==> config.mk <==
export PLATFORM = sky130hd
export DESIGN_NAME = pfta_ram
export DESIGN_NICKNAME = d
export VERILOG_FILES = /design/src/hw/rtl/pfta_ram.sv
export SDC_FILE = /design/constraint.sdc
export NUM_CORES = 1
export LEC_CHECK = 0
export BUFFER_PORTS_ARGS = -buffer_cell sky130_fd_sc_hd__buf_2
export CORE_UTILIZATION = 40
export CTS_BUF_LIST = sky130_fd_sc_hd__clkbuf_2
export CTS_CLUSTER_SIZE = 40
export DETAILED_ROUTE_END_ITERATION = 8
export GPL_TIMING_DRIVEN = 0
export HOLD_SLACK_MARGIN = 0.05
export MAX_ROUTING_LAYER = met4
export PLACE_DENSITY_LB_ADDON = 0.15
export SYNTH_ARGS = -nofsm -noshare
export SYNTH_HDL_FRONTEND = slang
export SYNTH_SLANG_ARGS = --single-unit
==> constraint.sdc <==
create_clock -name i_clk -period 1.9 [get_ports i_clk]
set_clock_uncertainty 0.1 [all_clocks]
set_input_delay 0.095 -clock i_clk [delete_from_list [all_inputs] [get_ports i_clk]]
set_output_delay 0.095 -clock i_clk [all_outputs]
set_load 0.02 [all_outputs]
==> src/hw/rtl/pfta_ram.sv <==
// Generic single-write, single-read synchronous RAM with registered read data.
`timescale 1ns / 1ps
module pfta_ram #(
    parameter int WIDTH = 8,
    parameter int DEPTH = 16,
    parameter int AW    = (DEPTH > 1) ? $clog2(DEPTH) : 1
) (
    input  logic             i_clk,
    input  logic             i_we,
    input  logic [AW-1:0]    i_waddr,
    input  logic [WIDTH-1:0] i_wdata,
    input  logic [AW-1:0]    i_raddr,
    output logic [WIDTH-1:0] o_rdata
);

    logic [WIDTH-1:0] r_mem [DEPTH];
    logic [WIDTH-1:0] r_rdata;

    always_ff @(posedge i_clk) begin
        if (i_we) begin
            r_mem[i_waddr] <= i_wdata;
        end
        r_rdata <= r_mem[i_raddr];
    end

    assign o_rdata = r_rdata;

endmodule

-- After elaboration in Yosys (flattened, before gate mapping)
Memory sizes are Yosys's and may differ from the RTL's. A register that Yosys moved wholly into a read port is not among the register bits.
Cells that the tools add are included.
- flip-flop bits (word level): 0
- RAM bits: 128
- memories: 1
- memory list (memory ; words ; bits a word ; read ports ; clocked after Yosys merged registers in ; wr ports ; line ; source):
    r_mem ; 16 ; 8 ; 1 ; 1 ; 1 ; 16 ; logic [WIDTH-1:0] r_mem [DEPTH];
- mux-type cells: 2
- operator list (operator ; count):
    two-way mux 1 bit ; 2

-- Longest topological paths before layout
Gate-level depths: netlist of the first run.
- depth in word-level cells: 2
- depth in mapped cells: 5

-- Least setup slack after synthesis of the first run
No wires, ideal clock.
- kind: input -> register
- from: input port i_waddr[2]
- to: memory r_mem[0][0], enable pin
- setup time: 0.383 ns
- arrival time: 1.205 ns
- slack: 0.212 ns
- stages: 2
- cells stage by stage: or3b_2 nor3_1
- RTL lines (element ; line ; source):
    from (decl) ; 10 ; input logic [AW-1:0] i_waddr,
    to (decl) ; 16 ;
No word-level cell before the write port.

-- Worst setup path in the final report of the first run
- from: input port i_waddr[1]
- to: memory r_mem[0][7], enable pin
No word-level cell before the write port.

==> results of run 1 <==
==> tightest hold or removal path, cell delays in order <==
cell    delay (ps)
buf_2          120
or3b_2         150
nor2_1         170
==> cell type report <==
cell class / instances / area [µm²] / share of cell area (%)
plain buffers: 10 / 86.3 / 1.45
flip-flops and latches: 136 / 4000 / 67.2
repair buffers: 42 / 300 / 5.04
multi-input cells: 83 / 1070 / 18.0
well taps: 172 / 215 / 3.61
clock inverters: 12 / 180 / 3.02
clock buffers: 20 / 100 / 1.68
==> through the flow <==
step	utilization (%)	total power, mW	cells
4_1_cts	47.3	5.72	475
2_1_floorplan	-	3.63	229
3_3_place_gp	43.6	3.78	425
5_1_grt	47.4	5.87	475
6_report	47.4	5.68	475
3_5_place_dp	43.6	3.78	425
==> worst paths after layout <==
check                          from               endpoint  slack (ps)  depth (start not counted)
max                      i_waddr[1]  r_mem[0][7]$_DFFE_PP_         290                          3
min                      i_waddr[3]  r_mem[1][5]$_DFFE_PP_          20                          3
max reg2reg   r_mem[0][2]$_DFFE_PP_     o_rdata[2]$_DFF_P_         310                          3
min reg2reg  r_mem[14][1]$_DFFE_PP_     o_rdata[1]$_DFF_P_         610                          3
==> synthesized netlist by cell type (all sizes together) <==
cell	count	share of area (%)
nand2b	2	0.24
clkdlybuf4s25	3	0.58
nor2	13	0.95
edfxtp	128	75
dfxtp	8	3.1
buf	7	1.1
nor2b	1	0.12
nand3b	2	0.29
or3b	1	0.17
mux4	32	15
and2	1	0.12
nor3	4	0.39
nand2	9	0.66
nand3	1	0.097
and2b	1	0.15
a22oi	16	2.3
==> where the power goes <==
part	switching [mW]	total, mW	internal, mW
sequential	0.0151	3.36	3.35
combinational	0.217	0.374	0.157
clock	0.949	1.94	0.990
==> layer usage <==
layer  GRT usage [%]  up-vias
li1                -     1096
met1            22.9     1228
met3            4.13       14
met2            26.9       73
met5               -        -
met4            6.75        0
==> cell families (layout without fill, tap and decap cells) <==
| kind of cell | Yosys count | count (layout) | synth area share (%) |
|---|---|---|---|
| AOI/OAI and AO/OA | 16 | 16 | 2.33 |
| buffers and inverters | 10 | 84 | 1.68 |
| DFF | 136 | 136 | 77.8 |
| muxes | 32 | 32 | 15.0 |
| and+or+nand+nor | 35 | 35 | 3.18 |
==> layout by cell type, fill, tap and decap left out, types with 2 or more instances in the layout <==
| cell | n |
|---|---|
| bufinv_16 | 5 |
| edfxtp_1 | 128 |
| nand2b_1 | 2 |
| nor3_2 | 3 |
| buf_2 | 27 |
| clkbuf_2 | 20 |
| clkinv_1 | 4 |
| a22oi_1 | 16 |
| nand3b_1 | 2 |
| nand2_1 | 9 |
| clkinv_2 | 3 |
| mux4_1 | 14 |
| dlygate4sd3_1 | 18 |
| mux4_2 | 18 |
| dfxtp_1 | 8 |
| nor2_1 | 13 |
| clkdlybuf4s25_2 | 3 |
| buf_6 | 3 |
==> sequential cells by signal (all words and copies together) (netlist names) <==
name	cells
o_rdata	8
r_mem	128
==> metrics.md, run 1 <==
| Metric | Value |
|---|---|
| Initial antenna violation count | 0 |
| Gr usage total | ~18% |
| Yosys cell types | 19 |
| Uppermost layer routed | met4 |
| #FFs+latches synth | 136 |
| ANT cells | 0 |
| Clk Tree Root Cell | clkbuf_2 |
| Leak | between 1.5 and 2 nW |
| Max-cap violations | 0 |
| Drt drc | 0 |
| First-pass GRT wire length | ~15000 µm |
| CTS sink cnt | 136 |
| CTS tree | yes |
| CP max FO | 8 |
| Post-synthesis sequential area ratio | about 80% |
| Final WL | between 10000 and 15000 µm |
| Status | completed |
| Die area | around 13000 µm² |
| Tmin final | roughly 1600 ps |
| Post-synthesis cell count | between 200 and 250 |
| PortBufs | 24 |
| CTS H-tree lvls | 4 |
| Hold Crit Class | primary input to flop |
| Die W | between 100 and 150 µm |
| Setup tns final | 0 ps |
| WHS | 17.0 ps |
| Final hold viol count | 0 |
| Crit-path leading delay family | simple AND/OR/NAND/NOR gates |
| Crit Path Category | primary input to flop |
| Die Span Y | between 100 and 150 µm |
| Setup violations, final | 0 |
| I/O pins | 26 |
| Rel. slew slack | 18.5% |
| Ys Warns | 0 |
| Via density | 5.08 |
| Largest net degree at the start of global routing | 17 |
| Antenna-violating nets left | 0 |
| Syn nets | approximately 250 |
| CP peak stage delay | a little under 1000 ps |
| Initial drt markers | around 150 |
| Final instance area | between 5000 and 6000 µm² |
| Data required, critical path | between 2000 and 2500 ps |
| Met2 WL post-DR | around 4900 µm |
| GR Overflow Total | 0 |
| Hold buffers post-CTS | 18 |
| Mean post-synth cell area | 22.5 µm² |
| Power Dens Cells | roughly 950 nW/µm² |
| Final RePlAce weighted congestion | slightly below 0.8 |
| Final HPWL from detailed placement | 6450 µm |
| Setup Buffers After CTS | 0 |
| Initial Util | between 40% and 50% |
| Via count of the first global-routing pass | 2467 |
| Final worst path period share | between 80% and 90% |
| Longest Clk Path Bufs | 2 |
| Worst vdd ir | 0.704 mV |
| Pre-CTS WS | -365 ps |
| Layout cell share with drive strength beyond 1 | ~28% |
| Vias | about 2400 |
| Routed WL per cell | 21.3 µm |
| Placed cell area | about 5500 µm² |
| 1st-pass router iterations | 5 |
| CTS resizes | 0 |
| Bufs and invs on worst path | 2 |
| Worst-Skew Late Latency | approximately 650 ps |
| CP max-delay cell | nor3_1 |
| Critical Path AT | about 1800 ps |
| Core ar. | approximately 13000 µm² |
| Final WS setup | ~290 ps |
| Synthesized area | 5150 µm² |
| Met3 wire length | approximately 620 µm |
| RSZ-0062 raised after global routing | no |
| CP startpoint kind | primary input |
| Worst setup EP type | flop |
| P&R area growth vs syn | 15.8% |
| Clk pin slew, worst setup/hold paths | around 170 ps |
| Slew Viols, Final | 0 |
| Critical-path cell list | dlygate4sd3_1 -> buf_2 -> nor3_1 |
| Layout net count | between 300 and 400 |
| CTS Buf Count | 17 |
| Rows | 41 |
| F_max | between 600 and 700 MHz |
| Fill count | 1076 |
| Worst slew pin tran | roughly 1200 ps |
| Met1 wire length | 4390 µm |
No activity file was read; power rests on OpenSTA's default activity.
==> inputs of run 2 (changes only) <==
--- a/config.mk
+++ b/config.mk
@@ -5,6 +5,7 @@
 export SDC_FILE = /design/constraint.sdc
 export NUM_CORES = 1
 export LEC_CHECK = 0
+export ABC_AREA = 1
 export BUFFER_PORTS_ARGS = -buffer_cell sky130_fd_sc_hd__buf_2
 export CORE_UTILIZATION = 40
 export CTS_BUF_LIST = sky130_fd_sc_hd__clkbuf_2
==> constraint.sdc (replaced) <==
create_clock -name i_clk -period 1.35 [get_ports i_clk]
set_clock_uncertainty 0.1 [all_clocks]
set_input_delay 0.0675 -clock i_clk [delete_from_list [all_inputs] [get_ports i_clk]]
set_output_delay 0.0675 -clock i_clk [all_outputs]
set_load 0.02 [all_outputs]
==> run 2 against run 1 <==
The flow now finishes with violations (negative setup slack). Die area increased by 12%. Clock power is 25% higher. Total power up 39%. Non-clock buffer count is 12 higher. Setup slack got worse by 320 ps. Core utilization down 0.17 points. Sequential cell count did not move. Synthesized cell count up 140%. Critical path depth is 1 higher. Wire length grew 43%. Sequential share of layout area fell by 6.5 points. Global-route usage is 4.6 points higher. Largest power group unchanged.
==> metrics.md, run 2 <==
| Metric | Value |
|---|---|
| P&R area growth vs syn | 14.6% (was 15.8%) |
| Layout net count | 628 (was 308) |
| Yosys cell types | 12 (was 19) |
| Die W | 122 µm (was 115 µm) |
| Crit Path Category | primary input to flop (unchanged) |
| Data required, critical path | 1610 ps (was 2070 ps) |
| Hold Crit Class | primary input to flop (unchanged) |
| CTS H-tree lvls | 4 (unchanged) |
| Syn nets | 569 (was 247) |
| Layout cell share with drive strength beyond 1 | 15.1% (was 27.7%) |
| Post-synthesis sequential area ratio | 69.4% (was 77.8%) |
| Setup Buffers After CTS | 0 (unchanged) |
| Tmin final | 1390 ps |
| Post-synthesis cell count | 551 (was 229) |
| Worst-Skew Late Latency | 740 ps (was 650 ps) |
| Ys Warns | 0 (unchanged) |
| Final WL | 14400 µm (was 10100 µm) |
| Final worst path period share | 103% |
| Most frequent cells after synthesis | 173 x nand2_1, 128 x edfxtp_1, 100 x inv_1 (was 128 x edfxtp_1, 18 x mux4_2, 16 x a22oi_1) |
| Setup violations, final | 8 (was 0) |
| Max reg flops | 128 (unchanged) |
| Antenna-violating nets left | 0 (unchanged) |
| Die Span Y | 122 µm (was 115 µm) |
| Crit path to | r_mem[6][7]$_DFFE_PP_ (was r_mem[0][7]$_DFFE_PP_) |
| Core ar. | 14000 µm² (was 12600 µm²) |
| Area taken by multi-input logic gates | 1250 µm² (was 1070 µm²) |
| Routed WL per cell | 18.0 µm (was 21.3 µm) |
| Yosys top cell area share | 66.7% (was 74.7%) |
| Number of flops mapped to enable cells by yosys | 128 (unchanged) |
| #FFs+latches synth | 136 (unchanged) |
| Worst vdd ir | 0.652 mV (was 0.704 mV) |
| Async set-or-reset flop fraction in the synthesized netlist | 0% (unchanged) |
| GR Overflow Total | 0 (unchanged) |
| Gr usage total | 22.1% (was 17.6%) |
| Total design power | 7.90 mW (was 5.68 mW) |
| Worst slew pin tran | 684 ps (was 1210 ps) |
| Die area | 14900 µm² (was 13300 µm²) |
| Slew Viols, Final | 0 (unchanged) |
| CTS Buf Count | 17 (unchanged) |
| I/O pins | 26 (unchanged) |
| Area contributors post-synth | edfxtp_1 67%, nand2_1 11%, nand3_1 8.4%, inv_1 6.5%, dfxtp_1 2.8% (was edfxtp_1 75%, mux4_2 7.9%, mux4_1 7.1%, dfxtp_1 3.1%, a22oi_1 2.3%) |
| Register Area | 4010 µm² (was 4000 µm²) |
| Final RePlAce weighted congestion | 0.831 (was 0.794) |
| Most used flip-flop cell after synthesis | edfxtp_1 (unchanged) |
| Placed cell count | 753 (was 425) |
| Clk pin slew, worst setup/hold paths | 210 ps (was 170 ps) |
| Final WS setup | -36.1 ps (was 287 ps) |
| Mean post-synth cell area | 10.5 µm² (was 22.5 µm²) |
| CP max FO | 8 (unchanged) |
| Most common cell in the netlist | nand2_1 (was edfxtp_1) |
| Commonest non-fill, non-tap cell in the layout | nand2_1 (was edfxtp_1) |
| Max-cap violations | 0 (unchanged) |
| CTS sink cnt | 136 (unchanged) |
| Drt drc | 0 (unchanged) |
| Critical path origin | i_waddr[3] (was i_waddr[1]) |
| Power Dens Cells | 1200 nW/µm² (was 953 nW/µm²) |
| Leak | 2.84 nW (was 1.98 nW) |
| CTS tree | yes (unchanged) |
| Rows | 43 (was 41) |
| Via count of the first global-routing pass | 3724 (was 2467) |
| Clk Tree Root Cell | clkbuf_2 (unchanged) |
| Status | finished, violations left (was completed) |
| Initial antenna violation count | 1 (was 0) |
| Via density | 4.84 (was 5.08) |
| F_max | between 700 and 800 MHz |
| Worst setup EP type | flop (unchanged) |
| 1st-pass router iterations | 4 (was 5) |
| CP startpoint kind | primary input (unchanged) |
| Rel. slew slack | 54.2% (was 18.5%) |
| FF-to-FF setup slack | 180 ps (was 310 ps) |
| Largest net degree at the start of global routing | 17 (unchanged) |
| Critical Path AT | 1650 ps (was 1780 ps) |
| Fill count | 1331 (was 1076) |
| Crit Reg-Reg Endpoint | o_rdata[7]$_DFF_P_ (was o_rdata[2]$_DFF_P_) |
| Longest Clk Path Bufs | 2 (unchanged) |
| Initial Util | 41.2% (was 41.0%) |
| Largest area contributor in the netlist | edfxtp_1 (unchanged) |
| Final hold viol count | 0 (unchanged) |
| RSZ-0062 raised after global routing | yes (was no) |
| Most frequent cells in the layout | 173 x nand2_1, 128 x edfxtp_1, 100 x inv_1 (was 128 x edfxtp_1, 27 x buf_2, 20 x clkbuf_2) |
| R2R Path Start | r_mem[13][7]$_DFFE_PP_ (was r_mem[0][2]$_DFFE_PP_) |
| Vias | 3890 (was 2411) |
| R2R depth | 6 (was 3) |
| First-pass GRT wire length | 21900 µm (was 15000 µm) |
| Fin cells | 804 (was 475) |
| Failing checks | negative setup slack |
| Synthesized area | 5770 µm² (was 5150 µm²) |
| Initial drt markers | 353 (was 152) |
| Register name with the most flops | r_mem (unchanged) |
| PortBufs | 22 (was 24) |
| Final HPWL from detailed placement | 9400 µm (was 6450 µm) |
| Final Core Density | 47.2% (was 47.4%) |
[run 2: cell types whose count changed after synthesis, moves of 4 or more]
cell	before	now
nand2_1	9	173
inv_1	0	100
nand3_1	1	97
mux4_2	18	0
a22oi_1	16	0
mux4_1	14	0
buf_2	3	13
nor2_1	13	17
nor3_1	4	0
[run 2: worst max-delay path, stage by stage]
cell           delay (ps)
buf_2                 100
dlygate4sd3_1         580
nand3b_1              330
nor2_2                560
[run 2: kinds of logic after synthesis]
family,synth area share (%)
buffers and inverters,9.52
DFF,69.4
and+or+nand+nor,21.0
[run 2: worst min path at each step]
stage                       startpoint                      to  slack (ps)  cells past startpoint
floorplan                   i_wdata[0]   r_mem[0][0]$_DFFE_PP_          70                      0
global placement    o_rdata[4]$_DFF_P_              o_rdata[4]         380                      1
detailed placement  o_rdata[7]$_DFF_P_              o_rdata[7]         390                      1
CTS                         i_waddr[3]  r_mem[15][2]$_DFFE_PP_        -110                      3
global route                i_wdata[4]   r_mem[5][4]$_DFFE_PP_         120                      2
finish                      i_wdata[4]   r_mem[5][4]$_DFFE_PP_         180                      2
[run 2: routing by layer]
metal	GRT usage (%)	vias to the layer above	wire length, µm	share of wire (%)
met4	8.61	0	255	1.8
li1	-	1892	-	-
met3	5.43	21	853	5.9
met5	-	-	0	0
met1	30.0	1856	6830	47
met2	31.9	121	6500	45
[run 2: timing repair]
item	in CTS	in global routing
endpoints found under the setup margin	8	86
hold endpoints to repair	264	96
hold buffers	17	1
resized for setup	24	13
[run 2: cell type report]
type	count	area share [%]
well taps	180	3.41
diodes	1	0.0379
plain buffers	24	2.52
clock buffers	19	1.44
inverters	102	5.79
flip-flops and latches	136	60.7
clock inverters	13	2.05
repair buffers	40	5.15
multi-input cells	289	18.9
[run 2: through the flow]
| step | hold slack, ps | area (µm²) | setup slack (ps) | TNS [ps] |
|---|---|---|---|---|
| floorplan | 66.4 | 5770 | 232 | 0 |
| global placement | 384 | 6100 | -355 | -24420 |
| detailed placement | 385 | 6100 | -367 | -26940 |
| CTS | -106 | 6560 | -80.4 | -1490 |
| global route | 119 | 6610 | -122 | -817 |
| finish | 179 | 6610 | -36.1 | -179 |
[run 2: power breakdown]
part           switching (mW)  internal, mW
clock network            1.42          1.00
logic                   0.479         0.248
registers              0.0297          4.72
